**src/rtl/assert_macros.svh**
```systemverilog
// Assertion macros used by the top-level RTL file.
`ifndef ASSERT_MACROS_SVH
`define ASSERT_MACROS_SVH

// Property must hold at every clock edge outside reset.
`define PRT_ASSERT(label, clk, rstn, prop) \
    label: assert property (@(posedge clk) disable iff (!(rstn)) (prop)) \
        else $error("assertion failed");

// Condition must never be true outside reset.
`define PRT_NEVER(label, clk, rstn, cond) \
    label: assert property (@(posedge clk) disable iff (!(rstn)) !(cond)) \
        else $error("forbidden condition seen");

`endif

```
**src/rtl/prt_pkg.sv**
```systemverilog
// Types, constants and helpers of the periodic release tracker.
package prt_pkg;

    localparam int unsigned PRT_NUM_TASKS = 8;
    localparam logic [31:0] PRT_FREQ_RESET = 32'd62500000;
    localparam logic [19:0] PRT_US_PER_S = 20'd1000000;

    localparam logic [1:0] MODE_CREATE = 2'd0;
    localparam logic [1:0] MODE_DONE   = 2'd1;
    localparam logic [1:0] MODE_TICK   = 2'd2;

    localparam logic [31:0] CNT32_MAX = 32'hFFFF_FFFF;

    typedef enum logic [2:0] {
        ST_IDLE, ST_CVT_PER, ST_CVT_DL, ST_LAUNCH, ST_RUN, ST_PUSH
    } ctl_state_t;

    typedef enum logic [1:0] {
        CV_IDLE, CV_MUL, CV_DIV, CV_REM
    } cvt_state_t;

    // Transaction record walking down the slot chain.
    typedef struct packed {
        logic        vld;
        logic [1:0]  mode;
        logic [2:0]  slot;
        logic [63:0] now;
        logic [63:0] per;
        logic [63:0] dl;
        logic [63:0] earliest;
        logic        found;
        logic [7:0]  mask;
        logic [31:0] act;
        logic [63:0] worst;
        logic [63:0] last;
        logic [31:0] miss;
    } tok_t;

    function automatic logic [31:0] sat_inc32(input logic [31:0] v);
        return (v == CNT32_MAX) ? v : v + 32'd1;
    endfunction

endpackage

```
**src/rtl/prt_cvt.sv**
```systemverilog
// Microsecond to cycle converter: 32x32 multiply, then divide by 1e6 in 16-bit digits.
module prt_cvt
    import prt_pkg::*;
(
    input  logic        aclk,
    input  logic        aresetn,
    input  logic        start,
    input  logic [31:0] us,
    input  logic [31:0] freq,
    output logic        done,
    output logic [63:0] cycles
);

    // 1e6 = 64 * 15625: drop six bits, then divide by 15625 one 16-bit digit at a time
    localparam logic [13:0] DivLo = 14'd15625;
    // ceil(2^44 / 15625): exact for every partial dividend below 15625 * 2^16
    localparam logic [30:0] Recip = 31'd1125899907;

    cvt_state_t  state_reg, state_next;
    logic [31:0] us_reg, us_next;
    logic [63:0] dvd_reg, dvd_next;
    logic [13:0] rem_reg, rem_next;
    logic [15:0] q_reg, q_next;
    logic [1:0]  cnt_reg, cnt_next;
    logic [63:0] prod;
    logic [29:0] part;
    logic [60:0] part_m;
    logic [29:0] q_d;

    always_ff @(posedge aclk) begin
        if (!aresetn) begin
            state_reg <= CV_IDLE;
        end else begin
            state_reg <= state_next;
        end
        us_reg  <= us_next;
        dvd_reg <= dvd_next;
        rem_reg <= rem_next;
        q_reg   <= q_next;
        cnt_reg <= cnt_next;
    end

    assign prod   = 64'(us_reg) * 64'(freq);
    // partial dividend: running remainder with the next dividend digit's bits
    assign part   = {rem_reg, dvd_reg[63:48]};
    assign part_m = 61'(part) * 61'(Recip);
    assign q_d    = 30'(q_reg) * 30'(DivLo);

    always_comb begin
        state_next = state_reg;
        us_next    = us_reg;
        dvd_next   = dvd_reg;
        rem_next   = rem_reg;
        q_next     = q_reg;
        cnt_next   = cnt_reg;
        done       = 1'b0;
        case (state_reg)
            CV_IDLE: ;
            CV_MUL: begin
                dvd_next   = {6'd0, prod[63:6]};
                rem_next   = '0;
                cnt_next   = '0;
                state_next = CV_DIV;
            end
            CV_DIV: begin
                q_next     = part_m[59:44];
                state_next = CV_REM;
            end
            CV_REM: begin
                rem_next = 14'(part - q_d);
                dvd_next = {dvd_reg[47:0], q_reg};
                cnt_next = cnt_reg + 2'd1;
                if (cnt_reg == 2'd3) begin
                    done       = 1'b1;
                    state_next = CV_IDLE;
                end else begin
                    state_next = CV_DIV;
                end
            end
            default: state_next = CV_IDLE;
        endcase
        if (start) begin
            us_next    = us;
            state_next = CV_MUL;
        end
    end

    assign cycles = dvd_next;

endmodule

```
**config.mk**
```make
export PLATFORM = sky130hd
export DESIGN_NAME = prt_cvt
export DESIGN_NICKNAME = d
export VERILOG_FILES = /design/src/rtl/assert_macros.svh /design/src/rtl/prt_pkg.sv /design/src/rtl/prt_cvt.sv
export SDC_FILE = /design/constraint.sdc
export NUM_CORES = 2
export LEC_CHECK = 0
export BUFFER_PORTS_ARGS = -buffer_cell sky130_fd_sc_hd__buf_2
export CAP_MARGIN = 30
export CORE_ASPECT_RATIO = 0.8
export CORE_UTILIZATION = 60
export DETAILED_ROUTE_END_ITERATION = 7
export GPL_TIMING_DRIVEN = 1
export PLACE_DENSITY_LB_ADDON = 0.15
export SYNTH_ARGS = -nofsm -noshare
export SYNTH_HDL_FRONTEND = slang
export SYNTH_SLANG_ARGS = --single-unit
```
**constraint.sdc**
```tcl
create_clock -name aclk -period 11.3 [get_ports aclk]
set_clock_uncertainty 0.2 [all_clocks]
set_input_delay 0.565 -clock aclk [delete_from_list [all_inputs] [get_ports aclk]]
set_output_delay 0.565 -clock aclk [all_outputs]
set_load 0.02 [all_outputs]
```
==> results.toml <==
[worst_setup_path]
max_stage_delay_ps = 970
crit_arrival_ps = 9450
cp_max_fo = 19
crit_path_kind = "flop to output port"
timing.critical_path.mode_cell = "sky130_fd_sc_hd__fa_1"
cp_data_required_time_ps = 10540
cpMaxStageDelayCell = "sky130_fd_sc_hd__edfxtp_1"
setup.worst_path.start_class = "flop"
setup.worst_path.end_class = "output port"

[timing]
worst-slew-pin-transition_ps = 1030
timing.slew.headroom = 0.317
final_hold_viol_count = 0
finalSetupViolations = 0
finalWorstSetupSlack_ps = 1090
layout_worst_path_cycle_share = 0.904
final_max_slew_viol_count = 0
final_period_minus_worst_setup_slack_ps = 10210
finalSetupTns_ps = 0
fin_hold_ws_ps = 33.9
rsz0062_at_grt = "no"
fmax_mhz = 97.9

[yosys]
syn-cell-area_um2 = 52000
synth_edf_count = 64
synthTopCellsByArea = "sky130_fd_sc_hd__fa_1 47%, sky130_fd_sc_hd__ha_1 16%, sky130_fd_sc_hd__inv_1 9.6%"
synth.yosys.warnings = 0
postSynthNetCount = 7314
commonest_cells_in_the_netlist = "1,329 x sky130_fd_sc_hd__inv_1, 1,222 x sky130_fd_sc_hd__fa_1, 653 x sky130_fd_sc_hd__ha_1"
synth_async_sr_flop_share = 0
most_used_standard_cell_by_instance_count_after_synthesis = "sky130_fd_sc_hd__inv_1"
post-synth-top-area-cell = "sky130_fd_sc_hd__fa_1"
synth_top_flop_cell = "sky130_fd_sc_hd__dfxtp_1"
synth_seq_area_share = 0.0624
synth_cell_type_count = 64
netlist_instances = 5372
mean_instance_size_in_the_synthesized_netlist_um2 = 9.67
synth.top_cell.area_share = 0.471
synth_seq_cells = 130

[floorplanning]
placement_rows = 96
start_util = 0.606
die_area_um2 = 87800
die_width_um = 331
die-height_um = 265
floorplan_core_area_um2 = 85800
floorplan.io_pins = 132

[routing]
post_route_wl_um = 145000
vias_per_cell = 5.59
detail_route.wl_per_cell_um = 22.3
drt_first_pass_iters = 8
detailroute.via_count = 36200
route.antenna.remaining_nets = 0
initialDrtViolationCount = 2785
drcViolationCount = 0

[place]
dpl.hpwl_um = 121000
place_congestion = 0.982
io_buffers = 131
numPlacedInstances = 6440
placement.setup.worst_slack_ps = 1750

[clock_network]
cts_tree = "done"
cts.sink_count = 130
cts.path.max_buffers = 2
number_of_h_tree_branching_levels = 4
cts_post_setup_buffers_inserted = 0
clock_buffers_created_by_tritoncts = 17
cts.clk_slew.worst_paths_ps = 70
cts-resized-gates = 0
worst_skew_pair.late_latency_ps = 520
root_buffer = "sky130_fd_sc_hd__clkbuf_16"

[finish]
nFillCells = 7357
final_layout_size_suffix_gt1_frac = 0.0442
finish.net_count = 7285
finalNonFillerCells = 6485
flow.area_growth_from_synthesis_pct = 4.55
largest_reg_flops = 64

[grt]
globalRoute.totalOverflow = 0
grt_start_max_net_pins = 65
grt_usage = 0.347
vias_in_the_first_global_route = 38200
antenna_found_initial = 3
grt_pass1_wl_um = 226000

[hold_path]
min_path_type = "input pin to flop"

[status]
status = "finished clean"

[run]
maxCapViolations = 0
-- per-stage QoR --
stage | utilization | cell area (um^2)
3_3_place_gp | 0.623 | 53500
3_5_place_dp | 0.625 | 53600
4_1_cts | 0.632 | 54200
5_1_grt | 0.633 | 54300
6_report | 0.633 | 54300
2_1_floorplan | - | 52000
-- layout make-up --
class	count	area (um^2)	share of cell area
Antenna cell	2	5.00	0.0000921
Clock buffer	17	425	0.00783
Clock inverter	15	163	0.00299
Inverter	1329	4990	0.0918
Multi-Input combinational cell	3673	42800	0.788
Sequential cell	130	3240	0.0597
Tap cell	1127	1410	0.0260
Timing Repair Buffer	192	1260	0.0233
-- repair_timing --
action,in CTS,in global routing
hold endpoints to repair,8,0
setup endpoints to repair,0,0
hold buffers,8,0
-- kinds of logic after synthesis --
logic type / Yosys count / synth area share
mux: 5 / 0.000963
flops: 130 / 0.0624
compound gates: 404 / 0.0509
fa+ha+maj: 1875 / 0.628
xor+xnor: 94 / 0.0158
simple gates: 1295 / 0.128
buf+inv: 1569 / 0.114
-- worst paths after layout --
kind                            cells past startpoint   startpoint  slack, ps    endpoint
worst max register to register                     23  dvd_reg[51]       1890   q_reg[12]
worst min register to register                      2   dvd_reg[2]        320  dvd_reg[2]
worst max-delay path                               26    us_reg[9]       1090  cycles[56]
worst min-delay path                                1       us[20]         30  us_reg[20]
-- metal layers --
layer	track usage	vias to the layer above	part of all wire
li1	-	16000	-
met3	0.0961	191	0.099
met4	0.0834	0	0.024
met1	0.504	18700	0.43
met5	0	-	0
met2	0.518	1395	0.44
-- cell usage in the layout, fill, tap and decap left out, types with 6 or more instances in the layout --
cell type,count
sky130_fd_sc_hd__xnor2_1,57
sky130_fd_sc_hd__nand2_1,510
sky130_fd_sc_hd__o31ai_1,11
sky130_fd_sc_hd__nor3_1,13
sky130_fd_sc_hd__fa_1,1222
sky130_fd_sc_hd__inv_1,1329
sky130_fd_sc_hd__ha_1,652
sky130_fd_sc_hd__a31oi_1,14
sky130_fd_sc_hd__inv_8,7
sky130_fd_sc_hd__and2_1,595
sky130_fd_sc_hd__nand4_1,27
sky130_fd_sc_hd__a21oi_1,96
sky130_fd_sc_hd__a22oi_1,55
sky130_fd_sc_hd__a211oi_1,7
sky130_fd_sc_hd__o21bai_1,11
sky130_fd_sc_hd__nand2b_1,8
sky130_fd_sc_hd__dlygate4sd3_1,8
sky130_fd_sc_hd__a21o_1,52
sky130_fd_sc_hd__clkbuf_16,17
sky130_fd_sc_hd__and3_1,11
sky130_fd_sc_hd__o211ai_1,7
sky130_fd_sc_hd__xor2_1,37
sky130_fd_sc_hd__nor2_1,62
sky130_fd_sc_hd__buf_16,6
sky130_fd_sc_hd__buf_2,132
sky130_fd_sc_hd__o21a_1,13
sky130_fd_sc_hd__o21ai_1,12
sky130_fd_sc_hd__buf_4,45
sky130_fd_sc_hd__edfxtp_1,64
sky130_fd_sc_hd__o21ai_0,83
sky130_fd_sc_hd__nand3_1,21
sky130_fd_sc_hd__or2_2,8
sky130_fd_sc_hd__nor2b_1,13
sky130_fd_sc_hd__dfxtp_1,66
-- critical path, delay by kind of cell, from the launching register on --
family	cells	cell delay, ps
xor+xnor	1	160
buf+inv	7	890
flops	1	970
compound gates	5	1760
fa+ha+maj	9	4300
simple gates	4	850
Power is left out: the tool's default activity adds up to more than one toggle a clock period on the data nets, which glitch-free logic cannot reach.
