File: src/rtl/assert_macros.svh
// Assertion macros used by the top-level RTL file.
`ifndef ASSERT_MACROS_SVH
`define ASSERT_MACROS_SVH

// Property must hold at every clock edge outside reset.
`define PRT_ASSERT(label, clk, rstn, prop) \
    label: assert property (@(posedge clk) disable iff (!(rstn)) (prop)) \
        else $error("assertion failed");

// Condition must never be true outside reset.
`define PRT_NEVER(label, clk, rstn, cond) \
    label: assert property (@(posedge clk) disable iff (!(rstn)) !(cond)) \
        else $error("forbidden condition seen");

`endif

File: src/rtl/prt_pkg.sv
// Types, constants and helpers of the periodic release tracker.
package prt_pkg;

    localparam int unsigned PRT_NUM_TASKS = 8;
    localparam logic [31:0] PRT_FREQ_RESET = 32'd62500000;
    localparam logic [19:0] PRT_US_PER_S = 20'd1000000;

    localparam logic [1:0] MODE_CREATE = 2'd0;
    localparam logic [1:0] MODE_DONE   = 2'd1;
    localparam logic [1:0] MODE_TICK   = 2'd2;

    localparam logic [31:0] CNT32_MAX = 32'hFFFF_FFFF;

    typedef enum logic [2:0] {
        ST_IDLE, ST_CVT_PER, ST_CVT_DL, ST_LAUNCH, ST_RUN, ST_PUSH
    } ctl_state_t;

    typedef enum logic [1:0] {
        CV_IDLE, CV_MUL, CV_DIV, CV_REM
    } cvt_state_t;

    // Transaction record walking down the slot chain.
    typedef struct packed {
        logic        vld;
        logic [1:0]  mode;
        logic [2:0]  slot;
        logic [63:0] now;
        logic [63:0] per;
        logic [63:0] dl;
        logic [63:0] earliest;
        logic        found;
        logic [7:0]  mask;
        logic [31:0] act;
        logic [63:0] worst;
        logic [63:0] last;
        logic [31:0] miss;
    } tok_t;

    function automatic logic [31:0] sat_inc32(input logic [31:0] v);
        return (v == CNT32_MAX) ? v : v + 32'd1;
    endfunction

endpackage

File: src/rtl/prt_cell.sv
// One task slot: holds its state and updates it as the transaction passes.
module prt_cell
    import prt_pkg::*;
#(
    parameter int Idx = 0
) (
    input  logic aclk,
    input  logic aresetn,
    input  tok_t tok_in,
    output tok_t tok_out
);

    localparam logic [2:0] MaskBit = 3'(Idx);

    logic [63:0] per_reg, per_next, dl_reg, dl_next, rel_reg, rel_next;
    logic [63:0] nrt_reg, nrt_next, worst_reg, worst_next, last_reg, last_next;
    logic [31:0] act_reg, act_next, miss_reg, miss_next;
    logic        sleep_reg, sleep_next;
    tok_t        tok_reg, tok_next;

    logic        mine, active, due;
    logic [63:0] resp;

    always_ff @(posedge aclk) begin
        if (!aresetn) begin
            per_reg   <= '0;
            dl_reg    <= '0;
            rel_reg   <= '0;
            nrt_reg   <= '0;
            worst_reg <= '0;
            last_reg  <= '0;
            act_reg   <= '0;
            miss_reg  <= '0;
            sleep_reg <= 1'b0;
            tok_reg   <= '0;
        end else begin
            per_reg   <= per_next;
            dl_reg    <= dl_next;
            rel_reg   <= rel_next;
            nrt_reg   <= nrt_next;
            worst_reg <= worst_next;
            last_reg  <= last_next;
            act_reg   <= act_next;
            miss_reg  <= miss_next;
            sleep_reg <= sleep_next;
            tok_reg   <= tok_next;
        end
    end

    assign mine   = (int'(tok_in.slot) == Idx);
    assign active = (per_reg != 64'd0);
    assign due    = (tok_in.now >= nrt_reg);
    assign resp   = tok_in.now - rel_reg;

    always_comb begin
        per_next   = per_reg;
        dl_next    = dl_reg;
        rel_next   = rel_reg;
        nrt_next   = nrt_reg;
        worst_next = worst_reg;
        last_next  = last_reg;
        act_next   = act_reg;
        miss_next  = miss_reg;
        sleep_next = sleep_reg;
        tok_next   = tok_in;
        if (tok_in.vld) begin
            case (tok_in.mode)
                MODE_CREATE: begin
                    if (mine) begin
                        per_next   = tok_in.per;
                        dl_next    = tok_in.dl;
                        rel_next   = tok_in.now;
                        nrt_next   = tok_in.now + tok_in.per;
                        act_next   = 32'd1;
                        sleep_next = 1'b0;
                        worst_next = '0;
                        last_next  = '0;
                        miss_next  = '0;
                    end
                end
                MODE_DONE: begin
                    if (mine && active) begin
                        last_next = resp;
                        if (act_reg > 32'd1) begin
                            if (resp > worst_reg) worst_next = resp;
                            if (resp > dl_reg) miss_next = sat_inc32(miss_reg);
                        end
                        sleep_next = 1'b1;
                    end
                end
                MODE_TICK: begin
                    if (active) begin
                        if (due) begin
                            if (sleep_reg) begin
                                rel_next   = nrt_reg;
                                sleep_next = 1'b0;
                                act_next   = sat_inc32(act_reg);
                                if (Idx < 8) tok_next.mask[MaskBit] = 1'b1;
                            end else begin
                                miss_next = sat_inc32(miss_reg);
                            end
                            nrt_next = nrt_reg + per_reg;
                        end
                        if (!tok_in.found || nrt_next < tok_in.earliest) begin
                            tok_next.earliest = nrt_next;
                            tok_next.found    = 1'b1;
                        end
                    end
                end
                default: ;
            endcase
            if (mine && (tok_in.mode == MODE_CREATE || tok_in.mode == MODE_DONE)) begin
                tok_next.act   = act_next;
                tok_next.worst = worst_next;
                tok_next.last  = last_next;
                tok_next.miss  = miss_next;
            end
        end
    end

    assign tok_out = tok_reg;

endmodule

File: config.mk
export PLATFORM = sky130hd
export DESIGN_NAME = prt_cell
export DESIGN_NICKNAME = d
export VERILOG_FILES = /design/src/rtl/assert_macros.svh /design/src/rtl/prt_pkg.sv /design/src/rtl/prt_cell.sv
export SDC_FILE = /design/constraint.sdc
export NUM_CORES = 2
export LEC_CHECK = 0
export ABC_AREA = 1
export BUFFER_PORTS_ARGS = -buffer_cell sky130_fd_sc_hd__buf_2
export CORE_MARGIN = 2
export CORE_UTILIZATION = 40
export DETAILED_ROUTE_END_ITERATION = 6
export PLACE_DENSITY = 0.71
export SYNTH_ARGS = -nofsm -noshare
export SYNTH_HDL_FRONTEND = slang
export SYNTH_SLANG_ARGS = --single-unit
File: constraint.sdc
create_clock -name aclk -period 4.3 [get_ports aclk]
set_input_delay 0.215 -clock aclk [delete_from_list [all_inputs] [get_ports aclk]]
set_output_delay 0.215 -clock aclk [all_outputs]
set_load 0.01 [all_outputs]
==> results.json <==
{
  "run_status": "complete, but fails checks",
  "violations": "negative setup slack",
  "htree_levels": 3,
  "synthToLayoutAreaGrowth_pct": 49.44,
  "cp_data_arrival_time_ns": 5.89,
  "insertion_delay_ns": 0.77,
  "detail_route.iter0.violations": 6927,
  "grt_max_degree": 236,
  "power.sequential.fraction_pct": 31.4,
  "power_frac_clock_pct": 33.5,
  "clock_path_buffers": 3,
  "number_of_antenna_violations_at_the_first_check_in_global_routing": 21,
  "number_of_enable_type_register_cells_in_the_synthesized_netlist": 0,
  "number_of_flip_flops_in_the_largest_register": 463,
  "hold_viol_final": 0,
  "finalSetupViolCount": 260,
  "critPathMaxStageDelay_ns": 0.34,
  "worstRegToRegCells": 40,
  "drc_errors": 0,
  "filler_cell_count": 12107,
  "cts.sinks": 912,
  "stdcell_area_mm2": 0.08449,
  "global_route.overflow_total": 0,
  "postSynthAreaPerCell_um2": 6.863,
  "worstSetupEndpointType": "register",
  "clock_tree.root_cell": "sky130_fd_sc_hd__clkbuf_16",
  "actual_slew_at_the_worst_max_slew_pin_ns": 1.350,
  "power-per-cell-area_mw_per_mm2": 348.1,
  "final_cell_mix": "sky130_fd_sc_hd__inv_1 (1385), sky130_fd_sc_hd__nand2_1 (1205), sky130_fd_sc_hd__buf_4 (1166), sky130_fd_sc_hd__buf_2 (925), sky130_fd_sc_hd__dfxtp_1 (884)",
  "wire_length_per_cell_after_detailed_routing_um": 22.93,
  "syn_area_mm2": 0.05654,
  "cpMostUsedCell": "sky130_fd_sc_hd__nand2_2",
  "path_length_in_cells_of_the_critical_path": 40,
  "grt_setup_unrepaired": "yes",
  "yosysWarningCount": 0,
  "grt.met1_usage_pct": 49.11,
  "cts_tree": "built",
  "cp_data_required_time_ns": 5.01,
  "min_period_over_period_pct": 120.5,
  "synth_nets": 9154,
  "placement.cell_area_mm2": 0.07125,
  "layout.core_utilization_pct": 60.40,
  "port_buffers": 927,
  "internal-power_mw": 19.09,
  "placementRows": 137,
  "finish.net_count": 11545,
  "grt.busiest_layer": "met2",
  "timing.hold.ws_ns": 0.04497,
  "post-place-ws_ns": -1.158,
  "path_max_fanout": 7,
  "startpoint_type": "register",
  "fin_worst_skew_ns": 0.05920,
  "synth-seq-area-share_pct": 32.29,
  "fin_ws_ns": -0.8805,
  "r2r_slack_ns": -0.88,
  "critPathTopFamily": "compound AO/OA/AOI/OAI gates",
  "finalWirelength_um": 288800,
  "combPwrFrac_pct": 35.1,
  "clock_transition_at_the_register_clock_pins_on_the_worst_setup_and_hold_paths_after_cts_ns": 0.06,
  "timing.fmax_mhz": 193.0,
  "place_hpwl_um": 212600,
  "switching_share_pct": 35.09,
  "relSlewSlack_pct": 9.972,
  "vias_after_detailed_routing": 69613,
  "yosys_register_bits": 912,
  "commonest_non_fill_non_tap_cell_in_the_layout": "sky130_fd_sc_hd__inv_1",
  "worstHoldPathType": "in2reg",
  "initial_utilization_pct": 40.42,
  "ys_types": 75,
  "switchingPower_mw": 10.32,
  "route.antenna.remaining_nets": 0,
  "gp_congestion": 1.024,
  "dr.pass1.iters": 6,
  "maxSlewViolCount": 0,
  "globalRouteMet3Util_pct": 7.199,
  "async_reset_ff_share_pct": 0,
  "synth_cells": 8238,
  "core-area_mm2": 0.1399,
  "leakage_nw": 41.44,
  "timing.max_cap.violations": 0,
  "die_x_um": 380.0,
  "cts-buffers-inserted": 101,
  "post_drt_via_cell_ratio": 5.528,
  "synth_ff_type": "sky130_fd_sc_hd__dfxtp_1",
  "die_h_um": 380.0,
  "grt.met2_usage_pct": 57.77,
  "hold-path-cell-count": 4,
  "grt_pass1_wl_um": 416000,
  "total_routing_resource_utilization_after_global_routing_pct": 37.55,
  "die_area_mm2": 0.1444,
  "fin_crit_ns": 5.181,
  "pin_count": 928,
  "timing.critical_path.slowest_stage_cell": "sky130_fd_sc_hd__dfxtp_2",
  "ir_worst_vdd_mv": 0.3371,
  "worstPathBufferInverterCount": 7,
  "drive_above_1_share_pct": 28.87,
  "critical_path_class": "reg2reg",
  "first_global_vias": 66668
}
## final timing paths
path,startpoint,end
worst min register to register,dl_reg[14]$_SDFFE_PN0P_,dl_reg[14]$_SDFFE_PN0P_
worst min-delay path,tok_in[123],tok_out[123]$_SDFF_PN0_
worst max-delay path,rel_reg[0]$_SDFFE_PN0P_,tok_out[156]$_SDFF_PN0_
worst max register to register,rel_reg[0]$_SDFFE_PN0P_,tok_out[156]$_SDFF_PN0_
## per-stage QoR
step / power, mW / cells / setup TNS, ns
floorplan: 13.37 / 8238 / -0.1776
global placement: 17.57 / 11813 / -185.89
detailed placement: 17.70 / 11813 / -198.14
CTS: 28.52 / 12545 / -122.84
global route: 30.43 / 12586 / -223.63
finish: 29.41 / 12592 / -156.93
## routing by layer
metal | wire (µm) | vias up | part of all wire (%)
met2 | 122700 | 3950 | 42
li1 | - | 32164 | -
met3 | 28300 | 890 | 9.8
met4 | 20620 | 4 | 7.1
met5 | 26 | - | 0.0090
met1 | 117100 | 32605 | 41
## synthesized netlist by cell type, drive strengths merged, types with 19 or more instances
cell | instances | area (µm²)
xor2 | 92 | 805.8
xnor2 | 50 | 437.9
ha | 448 | 5605
clkbuf | 299 | 1122
dfxtp | 912 | 18260
nand2 | 1317 | 4991
o21a | 41 | 307.8
a21oi | 895 | 4528
a211oi | 144 | 1081
or2 | 24 | 150.2
nand4 | 58 | 375.4
a31oi | 108 | 675.7
o21bai | 70 | 529.3
nand3 | 232 | 1196
o21ai | 787 | 3961
a21o | 28 | 210.2
inv | 1430 | 5368
a21boi | 19 | 142.6
nor3 | 74 | 407.9
o211ai | 185 | 1394
a221oi | 37 | 324.1
nor4 | 55 | 350.3
buf | 80 | 372.9
o221ai | 41 | 359.1
nor2 | 717 | 2778
o2111ai | 19 | 166.4
## area by class of cell
type	instances	area, µm²	share of cell area [%]
timing repair buffer	2665	20000	23.68
clock buffer	133	2828	3.347
antenna	8	20.02	0.02369
timing repair inverter	1	16.27	0.01925
inverter	1432	5416	6.411
tap	1876	2347	2.778
clock inverter	49	888.4	1.051
sequential	912	18300	21.66
multi-input combinational	5516	34670	41.04
## what timing repair did
action                     4_1_cts  5_1_grt
hold buffers                   450        0
cloned                          24        9
hold endpoints to repair       604        0
setup endpoints to repair      256      273
gates resized for setup        543      385
pin swaps                      152      175
buffers inserted                79       43
## worst register-to-register path, delay by kind of cell (launching register included)
| kind | cells | cell delay [ns] |
|---|---|---|
| AOI/OAI and AO/OA | 12 | 1.78 |
| and+or+nand+nor | 17 | 1.40 |
| buffers and inverters | 7 | 0.78 |
| adders and majority gates | 3 | 0.73 |
| DFF | 1 | 0.34 |
| xor gates and xnor gates | 1 | 0.12 |
## power by group through the flow
| stage | clock (mW) | combinational [mW] | sequential (mW) |
|---|---|---|---|
| 2_1_floorplan | 0 | 3.95 | 9.43 |
| 3_3_place_gp | 0 | 8.19 | 9.37 |
| 3_5_place_dp | 0 | 8.32 | 9.38 |
| 4_1_cts | 9.84 | 9.48 | 9.20 |
| 5_1_grt | 10.2 | 11.0 | 9.26 |
| 6_report | 9.85 | 10.3 | 9.24 |
## logic make-up (layout without fill, tap and decap cells)
family	after synthesis	after routing	synth area share, %
AND/OR/NAND/NOR	2501	2502	18.45
other	0	8	0
XOR/XNOR	142	142	2.200
adder cells (fa/ha/maj)	451	451	10.02
AO/OA/AOI/OAI	2421	2421	24.89
flip-flops	912	912	32.29
buffers and inverters	1811	4280	12.15
No activity file was read; power rests on OpenSTA's default activity.
